### src/rtl/bbp_pkg.sv
// ----------------------------------------------------------------------------
// bbp_pkg
// Types and constants shared by the bimodal branch predictor modules.
// ----------------------------------------------------------------------------
`default_nettype none

package bbp_pkg;

    localparam int WORD_W = 32;
    localparam int SRC_W  = WORD_W - 2;

    localparam logic CMD_PREDICT = 1'b0;
    localparam logic CMD_RESOLVE = 1'b1;

    localparam logic [1:0] TAKEN_THRESHOLD = 2'd2;
    localparam logic [1:0] COUNTER_MAX     = 2'd3;

    typedef struct packed {
        logic              cmd;
        logic [WORD_W-1:0] pc;
        logic              actual_taken;
        logic [WORD_W-1:0] actual_target;
        logic              pred_taken_in;
        logic [WORD_W-1:0] pred_target_in;
    } req_t;

    typedef struct packed {
        logic              pred_taken;
        logic [WORD_W-1:0] pred_target;
        logic              mispredict;
        logic              wrong_direction;
        logic              wrong_target;
        logic [WORD_W-1:0] prediction_count;
        logic [WORD_W-1:0] pred_taken_count;
        logic [WORD_W-1:0] mispredict_count;
        logic [WORD_W-1:0] direction_miss_count;
        logic [WORD_W-1:0] target_miss_count;
    } rsp_t;

endpackage

`default_nettype wire

### src/rtl/bbp_req_if.sv
// ----------------------------------------------------------------------------
// bbp_req_if
// Valid/ready channel carrying predict and resolve requests.
// ----------------------------------------------------------------------------
`default_nettype none

interface bbp_req_if;
    import bbp_pkg::*;

    logic valid;
    logic ready;
    req_t data;

    modport source (output valid, output data, input ready);
    modport sink   (input valid, input data, output ready);
endinterface

`default_nettype wire

### src/rtl/bbp_rsp_if.sv
// ----------------------------------------------------------------------------
// bbp_rsp_if
// Valid/ready channel carrying predictor responses.
// ----------------------------------------------------------------------------
`default_nettype none

interface bbp_rsp_if;
    import bbp_pkg::*;

    logic valid;
    logic ready;
    rsp_t data;

    modport source (output valid, output data, input ready);
    modport sink   (input valid, input data, output ready);
endinterface

`default_nettype wire

### src/rtl/bbp_ram.sv
// ----------------------------------------------------------------------------
// bbp_ram
// Simple dual-port RAM, one write and one read port, registered read data.
// ----------------------------------------------------------------------------
`default_nettype none

module bbp_ram #(
    parameter int WIDTH = 32,
    parameter int DEPTH = 64
) (
    input  wire logic                     clk,
    input  wire logic                     we,
    input  wire logic [$clog2(DEPTH)-1:0] waddr,
    input  wire logic [WIDTH-1:0]         wdata,
    input  wire logic                     re,
    input  wire logic [$clog2(DEPTH)-1:0] raddr,
    output logic      [WIDTH-1:0]         rdata
);

    logic [WIDTH-1:0] mem [DEPTH];
    logic [WIDTH-1:0] rdata_reg;

    always_ff @(posedge clk)
    begin
        if (we)
        begin
            mem[waddr] <= wdata;
        end
        if (re)
        begin
            rdata_reg <= mem[raddr];
        end
    end

    assign rdata = rdata_reg;

endmodule

`default_nettype wire

### src/rtl/bbp_index.sv
// ----------------------------------------------------------------------------
// bbp_index
// Table index unit: word address modulo the table depth, by reciprocal
// multiply, back multiply and one correcting subtract.
// ----------------------------------------------------------------------------
`default_nettype none

module bbp_index #(
    parameter int ENTRIES = 64
) (
    input  wire logic                         clk,
    input  wire logic                         rst_n,
    input  wire logic                         start,
    input  wire logic [bbp_pkg::SRC_W-1:0]    x,
    output logic                              idx_valid,
    output logic      [$clog2(ENTRIES)-1:0]   idx
);
    import bbp_pkg::*;

    localparam int IDX_W = $clog2(ENTRIES);
    localparam int PW    = 2 * SRC_W;
    localparam int QW    = SRC_W + IDX_W + 1;
    localparam logic [SRC_W-1:0] RECIP     = SRC_W'((64'd1 << SRC_W) / ENTRIES);
    localparam logic [IDX_W:0]   ENTRIES_C = (IDX_W + 1)'(ENTRIES);
    localparam logic [SRC_W-1:0] ENTRIES_W = SRC_W'(ENTRIES);

    logic             v1_reg, v2_reg, v3_reg;
    logic [SRC_W-1:0] x1_reg, x2_reg, x3_reg;
    logic [PW-1:0]    prod_reg;
    logic [SRC_W-1:0] qe_reg;
    logic [QW-1:0]    qe_full;
    logic [SRC_W-1:0] diff;
    logic [SRC_W-1:0] rem;

    always_ff @(posedge clk or negedge rst_n)
    begin
        if (!rst_n)
        begin
            v1_reg <= 1'b0;
            v2_reg <= 1'b0;
            v3_reg <= 1'b0;
        end
        else
        begin
            v1_reg <= start;
            v2_reg <= v1_reg;
            v3_reg <= v2_reg;
        end
    end

    // quotient estimate is low by at most one
    assign qe_full = QW'(prod_reg[PW-1:SRC_W]) * QW'(ENTRIES_C);

    always_ff @(posedge clk)
    begin
        if (start)
        begin
            x1_reg <= x;
        end
        prod_reg <= PW'(x1_reg) * PW'(RECIP);
        x2_reg   <= x1_reg;
        qe_reg   <= qe_full[SRC_W-1:0];
        x3_reg   <= x2_reg;
    end

    assign diff = x3_reg - qe_reg;
    assign rem  = (diff >= ENTRIES_W) ? diff - ENTRIES_W : diff;

    assign idx_valid = v3_reg;
    assign idx       = rem[IDX_W-1:0];

endmodule

`default_nettype wire

### src/rtl/bimodal_branch_predictor_btb_top.sv
// ----------------------------------------------------------------------------
// bimodal_branch_predictor_btb_top
// Bimodal 2-bit counter predictor with branch target buffer.
// A request passes the index unit, the counter and target RAM reads and the
// EXEC state, which waits while an earlier response is held; no new request
// is accepted until EXEC has registered the response.
// Reset: statistics clear at once; then a clearing pass zeroes every entry of
// both tables, during which no request is accepted.
// ----------------------------------------------------------------------------
`default_nettype none

module bimodal_branch_predictor_btb_top #(
    parameter int ENTRIES = 64
) (
    input  wire logic  clk,
    input  wire logic  rst_n,
    bbp_req_if.sink    req,
    bbp_rsp_if.source  rsp
);
    import bbp_pkg::*;

    localparam int IDX_W = $clog2(ENTRIES);

    typedef enum logic [3:0] {
        ST_CLEAR = 4'b0001,
        ST_IDLE  = 4'b0010,
        ST_INDEX = 4'b0100,
        ST_EXEC  = 4'b1000
    } state_t;

    state_t            state_reg, state_next;
    logic [IDX_W-1:0]  clr_reg, clr_next;
    logic [IDX_W-1:0]  idx_reg, idx_next;
    req_t              req_reg;
    rsp_t              rsp_data_reg, rsp_data_next;
    logic              rsp_valid_reg, rsp_valid_next;

    logic [WORD_W-1:0] pred_total_reg, pred_total_next;
    logic [WORD_W-1:0] taken_total_reg, taken_total_next;
    logic [WORD_W-1:0] mis_total_reg, mis_total_next;
    logic [WORD_W-1:0] dir_miss_reg, dir_miss_next;
    logic [WORD_W-1:0] tgt_miss_reg, tgt_miss_next;

    logic              req_fire;
    logic              idx_valid;
    logic [IDX_W-1:0]  idx;
    logic              exec_go;

    logic              ctr_we, tgt_we, ram_re;
    logic [IDX_W-1:0]  waddr;
    logic [1:0]        ctr_wdata, ctr_rdata;
    logic [WORD_W-1:0] tgt_wdata, tgt_rdata;

    logic              wdir, wtgt, taken;

    assign req.ready = (state_reg == ST_IDLE);
    assign req_fire  = req.valid && req.ready;
    assign exec_go   = (state_reg == ST_EXEC) && (!rsp_valid_reg || rsp.ready);

    bbp_index #(
        .ENTRIES (ENTRIES)
    ) u_index (
        .clk       (clk),
        .rst_n     (rst_n),
        .start     (req_fire),
        .x         (req.data.pc[WORD_W-1:2]),
        .idx_valid (idx_valid),
        .idx       (idx)
    );

    assign ram_re = (state_reg == ST_INDEX) && idx_valid;
    assign waddr  = (state_reg == ST_CLEAR) ? clr_reg : idx_reg;

    bbp_ram #(
        .WIDTH (2),
        .DEPTH (ENTRIES)
    ) u_ctr_ram (
        .clk   (clk),
        .we    (ctr_we),
        .waddr (waddr),
        .wdata (ctr_wdata),
        .re    (ram_re),
        .raddr (idx),
        .rdata (ctr_rdata)
    );

    bbp_ram #(
        .WIDTH (WORD_W),
        .DEPTH (ENTRIES)
    ) u_tgt_ram (
        .clk   (clk),
        .we    (tgt_we),
        .waddr (waddr),
        .wdata (tgt_wdata),
        .re    (ram_re),
        .raddr (idx),
        .rdata (tgt_rdata)
    );

    assign taken = (ctr_rdata >= TAKEN_THRESHOLD);
    assign wdir  = (req_reg.pred_taken_in != req_reg.actual_taken);
    assign wtgt  = !wdir && req_reg.pred_taken_in
                   && (req_reg.pred_target_in != req_reg.actual_target);

    always_comb
    begin
        state_next       = state_reg;
        clr_next         = clr_reg;
        idx_next         = idx_reg;
        rsp_valid_next   = rsp_valid_reg;
        rsp_data_next    = rsp_data_reg;
        pred_total_next  = pred_total_reg;
        taken_total_next = taken_total_reg;
        mis_total_next   = mis_total_reg;
        dir_miss_next    = dir_miss_reg;
        tgt_miss_next    = tgt_miss_reg;
        ctr_we           = 1'b0;
        tgt_we           = 1'b0;
        ctr_wdata        = '0;
        tgt_wdata        = '0;

        if (rsp_valid_reg && rsp.ready)
        begin
            rsp_valid_next = 1'b0;
        end

        case (state_reg)
            ST_CLEAR:
            begin
                ctr_we   = 1'b1;
                tgt_we   = 1'b1;
                clr_next = clr_reg + 1'b1;
                if (clr_reg == IDX_W'(ENTRIES - 1))
                begin
                    state_next = ST_IDLE;
                end
            end
            ST_IDLE:
            begin
                if (req_fire)
                begin
                    state_next = ST_INDEX;
                end
            end
            ST_INDEX:
            begin
                if (idx_valid)
                begin
                    idx_next   = idx;
                    state_next = ST_EXEC;
                end
            end
            ST_EXEC:
            begin
                if (exec_go)
                begin
                    rsp_data_next = '0;
                    if (req_reg.cmd == CMD_PREDICT)
                    begin
                        pred_total_next = pred_total_reg + 1'b1;
                        if (taken)
                        begin
                            taken_total_next = taken_total_reg + 1'b1;
                        end
                        rsp_data_next.pred_taken  = taken;
                        rsp_data_next.pred_target = tgt_rdata;
                    end
                    else
                    begin
                        if (wdir)
                        begin
                            dir_miss_next = dir_miss_reg + 1'b1;
                        end
                        else if (wtgt)
                        begin
                            tgt_miss_next = tgt_miss_reg + 1'b1;
                        end
                        if (wdir || wtgt)
                        begin
                            mis_total_next = mis_total_reg + 1'b1;
                        end
                        rsp_data_next.mispredict      = wdir || wtgt;
                        rsp_data_next.wrong_direction = wdir;
                        rsp_data_next.wrong_target    = wtgt;

                        // saturating step toward the actual direction
                        ctr_we = 1'b1;
                        if (req_reg.actual_taken)
                        begin
                            ctr_wdata = (ctr_rdata == COUNTER_MAX) ? COUNTER_MAX
                                                                   : ctr_rdata + 2'd1;
                        end
                        else
                        begin
                            ctr_wdata = (ctr_rdata == 2'd0) ? 2'd0 : ctr_rdata - 2'd1;
                        end
                        tgt_we    = req_reg.actual_taken;
                        tgt_wdata = req_reg.actual_target;
                    end
                    rsp_data_next.prediction_count     = pred_total_next;
                    rsp_data_next.pred_taken_count     = taken_total_next;
                    rsp_data_next.mispredict_count     = mis_total_next;
                    rsp_data_next.direction_miss_count = dir_miss_next;
                    rsp_data_next.target_miss_count    = tgt_miss_next;
                    rsp_valid_next = 1'b1;
                    state_next     = ST_IDLE;
                end
            end
            default:
            begin
                state_next = ST_CLEAR;
                clr_next   = '0;
            end
        endcase
    end

    always_ff @(posedge clk or negedge rst_n)
    begin
        if (!rst_n)
        begin
            state_reg       <= ST_CLEAR;
            clr_reg         <= '0;
            rsp_valid_reg   <= 1'b0;
            pred_total_reg  <= '0;
            taken_total_reg <= '0;
            mis_total_reg   <= '0;
            dir_miss_reg    <= '0;
            tgt_miss_reg    <= '0;
        end
        else
        begin
            state_reg       <= state_next;
            clr_reg         <= clr_next;
            rsp_valid_reg   <= rsp_valid_next;
            pred_total_reg  <= pred_total_next;
            taken_total_reg <= taken_total_next;
            mis_total_reg   <= mis_total_next;
            dir_miss_reg    <= dir_miss_next;
            tgt_miss_reg    <= tgt_miss_next;
        end
    end

    always_ff @(posedge clk)
    begin
        if (req_fire)
        begin
            req_reg <= req.data;
        end
        idx_reg      <= idx_next;
        rsp_data_reg <= rsp_data_next;
    end

    assign rsp.valid = rsp_valid_reg;
    assign rsp.data  = rsp_data_reg;

endmodule

`default_nettype wire
### src/flat_wrapper.sv
// flat-port wrapper written by rule: the top's interface ports become plain ports
module bimodal_branch_predictor_btb_top_flat import bbp_pkg::*;
#(
    parameter int ENTRIES = 64
)
  (clk, rst_n, req_valid, req_data, req_ready, rsp_valid, rsp_data, rsp_ready);
  bbp_req_if req_i ();
  bbp_rsp_if rsp_i ();
  input  wire logic clk;
  input  wire logic rst_n;
  input wire logic [$bits(req_i.valid)-1:0] req_valid;
  input wire logic [$bits(req_i.data)-1:0] req_data;
  output wire logic [$bits(req_i.ready)-1:0] req_ready;
  output wire logic [$bits(rsp_i.valid)-1:0] rsp_valid;
  output wire logic [$bits(rsp_i.data)-1:0] rsp_data;
  input wire logic [$bits(rsp_i.ready)-1:0] rsp_ready;
  assign req_i.valid = req_valid;
  assign req_i.data = req_data;
  assign req_ready = req_i.ready;
  assign rsp_valid = rsp_i.valid;
  assign rsp_data = rsp_i.data;
  assign rsp_i.ready = rsp_ready;
  bimodal_branch_predictor_btb_top #(.ENTRIES(ENTRIES)) u_core (.clk(clk), .rst_n(rst_n), .req(req_i), .rsp(rsp_i));
endmodule
### config.mk
export PLATFORM = sky130hd
export DESIGN_NAME = bimodal_branch_predictor_btb_top_flat
export DESIGN_NICKNAME = d
export VERILOG_FILES = /design/src/rtl/bbp_pkg.sv /design/src/rtl/bbp_req_if.sv /design/src/rtl/bbp_rsp_if.sv /design/src/rtl/bbp_ram.sv /design/src/rtl/bbp_index.sv /design/src/rtl/bimodal_branch_predictor_btb_top.sv /design/src/flat_wrapper.sv
export SDC_FILE = /design/constraint.sdc
export NUM_CORES = 2
export LEC_CHECK = 0
export BUFFER_PORTS_ARGS = -buffer_cell sky130_fd_sc_hd__buf_2
export CORE_MARGIN = 2
export CORE_UTILIZATION = 38
export CTS_CLUSTER_SIZE = 12
export DETAILED_ROUTE_END_ITERATION = 10
export GPL_TIMING_DRIVEN = 0
export MAX_ROUTING_LAYER = met4
export PLACE_DENSITY_LB_ADDON = 0.12
export SKIP_CTS_REPAIR_TIMING = 1
export SLEW_MARGIN = 20
export SYNTH_ARGS = -nofsm -noshare
export SYNTH_HDL_FRONTEND = slang
export SYNTH_SLANG_ARGS = --single-unit
export TNS_END_PERCENT = 100
### constraint.sdc
create_clock -name clk -period 9.5 [get_ports clk]
set_clock_uncertainty 0.2 [all_clocks]
set_input_delay 0.475 -clock clk [delete_from_list [all_inputs] [get_ports clk]]
set_output_delay 0.475 -clock clk [all_outputs]
set_load 0.1 [all_outputs]
==> run_results.csv <==
group,metric,value,unit
setup_path,crit_top_cell,"mux4_2",
grt,grt_pass1_wl,441.2,mm
sta,hold_slack,0.1256,ns
sta,tightest_slew,1.278,ns
layout,layout_commonest_cell,"edfxtp_1",
detailed_routing,first_pass_iters,6,
setup_path,critPathLaunch,"u_core.u_index.x3_reg[2]$_DFF_P_",
logic_synthesis,synth.largest_area_cell,"edfxtp_1",
die,start_util,38.13,%
logic_synthesis,syn_inst,5035,
sta,rsz0062_at_grt,"no",
layout,top_register,"u_core.u_tgt_ram.mem",
placed_design,dp_hpwl,217.5,mm
sta,tns,0,ns
logic_synthesis,ys_ff_latch,2671,
layout,fin_util,45.64,%
die,rows,192,
layout,final_cell_mix,"edfxtp_1 (2485), mux4_2 (633), buf_2 (342), clkbuf_16 (306), xor2_1 (236)",
logic_synthesis,async_flop_share,6.514,%
layout,stdcell_area,124700,sq um
die,coreArea,273100,sq um
clocking,clock-root-buffer,"clkbuf_16",
clocking,htree_levels,5,
die,dieArea,278300,sq um
logic_synthesis,ys_top_cells_by_area,"edfxtp_1 (72%), mux4_2 (14%), dfrtp_1 (4.2%)",
setup_path,crit_fanout,10,
detailed_routing,viasPerCell,5.605,
setup_path,endpoint_kind,"flip-flop",
power_and_ir_drop,max-vdd-ir-drop,0.0001455,V
setup_path,critPathMaxStageDelay,0.93,ns
detailed_routing,via_count,54200,
logic_synthesis,ys_seq_area_share,76.05,%
clocking,cts_buffers,299,
min_path,hp-class,"flip-flop to flip-flop",
layout,num-nets-final,5973,
clocking,clock-sinks,2671,
clocking,cts_tree,"yes",
sta,slew_headroom,14.80,%
detailed_routing,wire_per_inst,33.17,um
detailed_routing,ant_nets,0,
logic_synthesis,syn-cell-area,104200,sq um
setup_path,worstPathArrival,5.51,ns
job,drv_cap,0,
logic_synthesis,synth_edf_count,2485,
grt,grt_max_degree,78,
power_and_ir_drop,leakage,39.97,nW
power_and_ir_drop,p_per_area,207.5,nW/um^2
sta,layout_setup_ws,4.299,ns
setup_path,r2r-start,"u_core.u_index.x3_reg[2]$_DFF_P_",
detailed_routing,drt_iter0_markers,6531,
logic_synthesis,syn_nets,5145,
clocking,path_clk_slew,0.06,ns
grt,overflow,0,
logic_synthesis,ys.flop_type,"edfxtp_1",
sta,finalSetupViolCount,0,
placed_design,placed_cell_area,114800,sq um
grt,grtUsageTotal,23.48,%
detailed_routing,finalWirelength,320.7,mm
die,pin_count,301,
clocking,clk_latency,0.86,ns
status,status,"finished clean",
sta,slew_viol_final,0,
grt,grt_antenna_before_repair,18,
logic_synthesis,avgSynthCellArea,20.69,sq um
clocking,clock_path_buffers,4,
placed_design,finalWeightedCongestion,0.8420,
sta,min_period,5.201,ns
detailed_routing,drc_errors,0,
sta,fmax,0.1923,GHz
layout,drive_above_1_share,28.66,%
logic_synthesis,yosysWarnings,0,
logic_synthesis,synth_top_area_share,71.64,%
layout,largest_reg_flops,2048,
placed_design,pre_cts_slack,4.362,ns
setup_path,r2r_slack,4.30,ns
setup_path,cp-start-kind,"flip-flop",
layout,area_growth,19.68,%
logic_synthesis,synth_cell_type_count,65,
sta,hold_violations,0,
setup_path,cp-endpoint,"u_core.u_tgt_ram.rdata[14]$_DFFE_PP_",
setup_path,path_cells,"buf_2 > clkbuf_1 > buf_1 > mux4_2 > mux4_2 > a22oi_1 > nand2_1",
sta,post-route-period-util,54.75,%
setup_path,critPathKind,"flip-flop to flip-flop",
setup_path,rr_worst_depth,7,
grt,first_global_vias,54060,
placed_design,io_buffers,274,
setup_path,rr_endpoint,"u_core.u_tgt_ram.rdata[14]$_DFFE_PP_",
die,die_w,527.6,um
setup_path,critPathSlowestCell,"buf_1",
min_path,whs_path_depth,0,
setup_path,crit_required,9.81,ns
die,die_h,527.6,um
-- area by class of cell --
| class | instances | area (sq um) |
|---|---|---|
| Sequential cell | 2671 | 79220 |
| Multi-Input combinational cell | 2080 | 24220 |
| Buffer | 268 | 1311 |
| Antenna cell | 6 | 15.01 |
| Inverter | 16 | 60.06 |
| Timing Repair Buffer | 527 | 6339 |
| Clock buffer | 382 | 8053 |
| Tap cell | 3589 | 4491 |
| Clock inverter | 130 | 949.7 |
| Fill cell | 22970 | 148500 |
-- metal layers --
metal	vias to the layer above	share of wire, %	wire, um	track usage, %
met2	2174	48	153100	36.68
met5	-	0	0	-
met1	29400	43	137200	32.39
li1	22220	-	-	-
met3	407	7.0	22430	3.564
met4	0	2.5	7975	5.923
-- through the flow --
stage	total power [mW]	std cells
after detailed placement	15.19	9073
after floorplan	14.28	5035
after global placement	15.02	8898
after CTS	26.06	9585
final	25.87	9669
after global routing	26.61	9666
-- cell usage after synthesis (all sizes together) (12+ instances only) --
cell type  number
xnor2         108
mux4          633
and4           12
nor2b          50
a21oi          62
dfxtp          12
nor4           38
mux2i          62
xor2          236
nor3           76
dfrtp         173
or2            12
nor2          232
o21ai          17
and3           53
nand3          79
clkbuf        132
inv            16
nand2         162
a22oi          82
nand4          45
and2           12
a211oi         19
buf           136
edfxtp       2485
nand2b         14
-- report_power, final --
group          total, mW  internal (mW)  switching, mW
combinational       1.86          0.663           1.19
sequential          13.1           13.0         0.0940
clock               10.9           6.25           4.65
total               25.9           19.9           5.94
-- cell families (layout without fill, tap and decap cells) --
kind of cell	count (synthesis)	in the layout	synth area share (%)
XOR/XNOR	344	344	2.893
AO/OA/AOI/OAI	215	215	1.393
AND/OR/NAND/NOR	810	810	3.920
adder cells (fa/ha/maj)	9	9	0.1033
other	0	6	0
buffers and inverters	284	1323	1.280
flip-flops	2671	2671	76.05
multiplexers	702	702	14.36
-- worst max-delay path: cells and delay by family, from the launching register on --
family	cells	cell delay (ns)
compound gates	1	0.76
buf+inv	3	2.23
flops	1	0.37
mux	2	0.98
simple gates	1	0.25
-- worst min path at each step --
stage | from | endpoint | slack (ns)
2_1_floorplan | rst_n | u_core.clr_reg[0]$_DFFE_PN0N_ | -0.02
3_3_place_gp | u_core.u_index.prod_reg[26]$_DFF_P_ | u_core.u_index.x3_reg[2]$_DFF_P_ | 0.12
3_5_place_dp | u_core.u_index.prod_reg[28]$_DFF_P_ | u_core.u_index.x3_reg[4]$_DFF_P_ | 0.11
4_1_cts | rst_n | u_core.mis_total_reg[17]$_DFFE_PN0P_ | -0.81
5_1_grt | req_data[31] | u_core.req_reg[31]$_DFFE_PP_ | 0.12
6_report | u_core.u_index.prod_reg[28]$_DFF_P_ | u_core.u_index.x3_reg[4]$_DFF_P_ | 0.13
No activity file was read; power rests on OpenSTA's default activity.
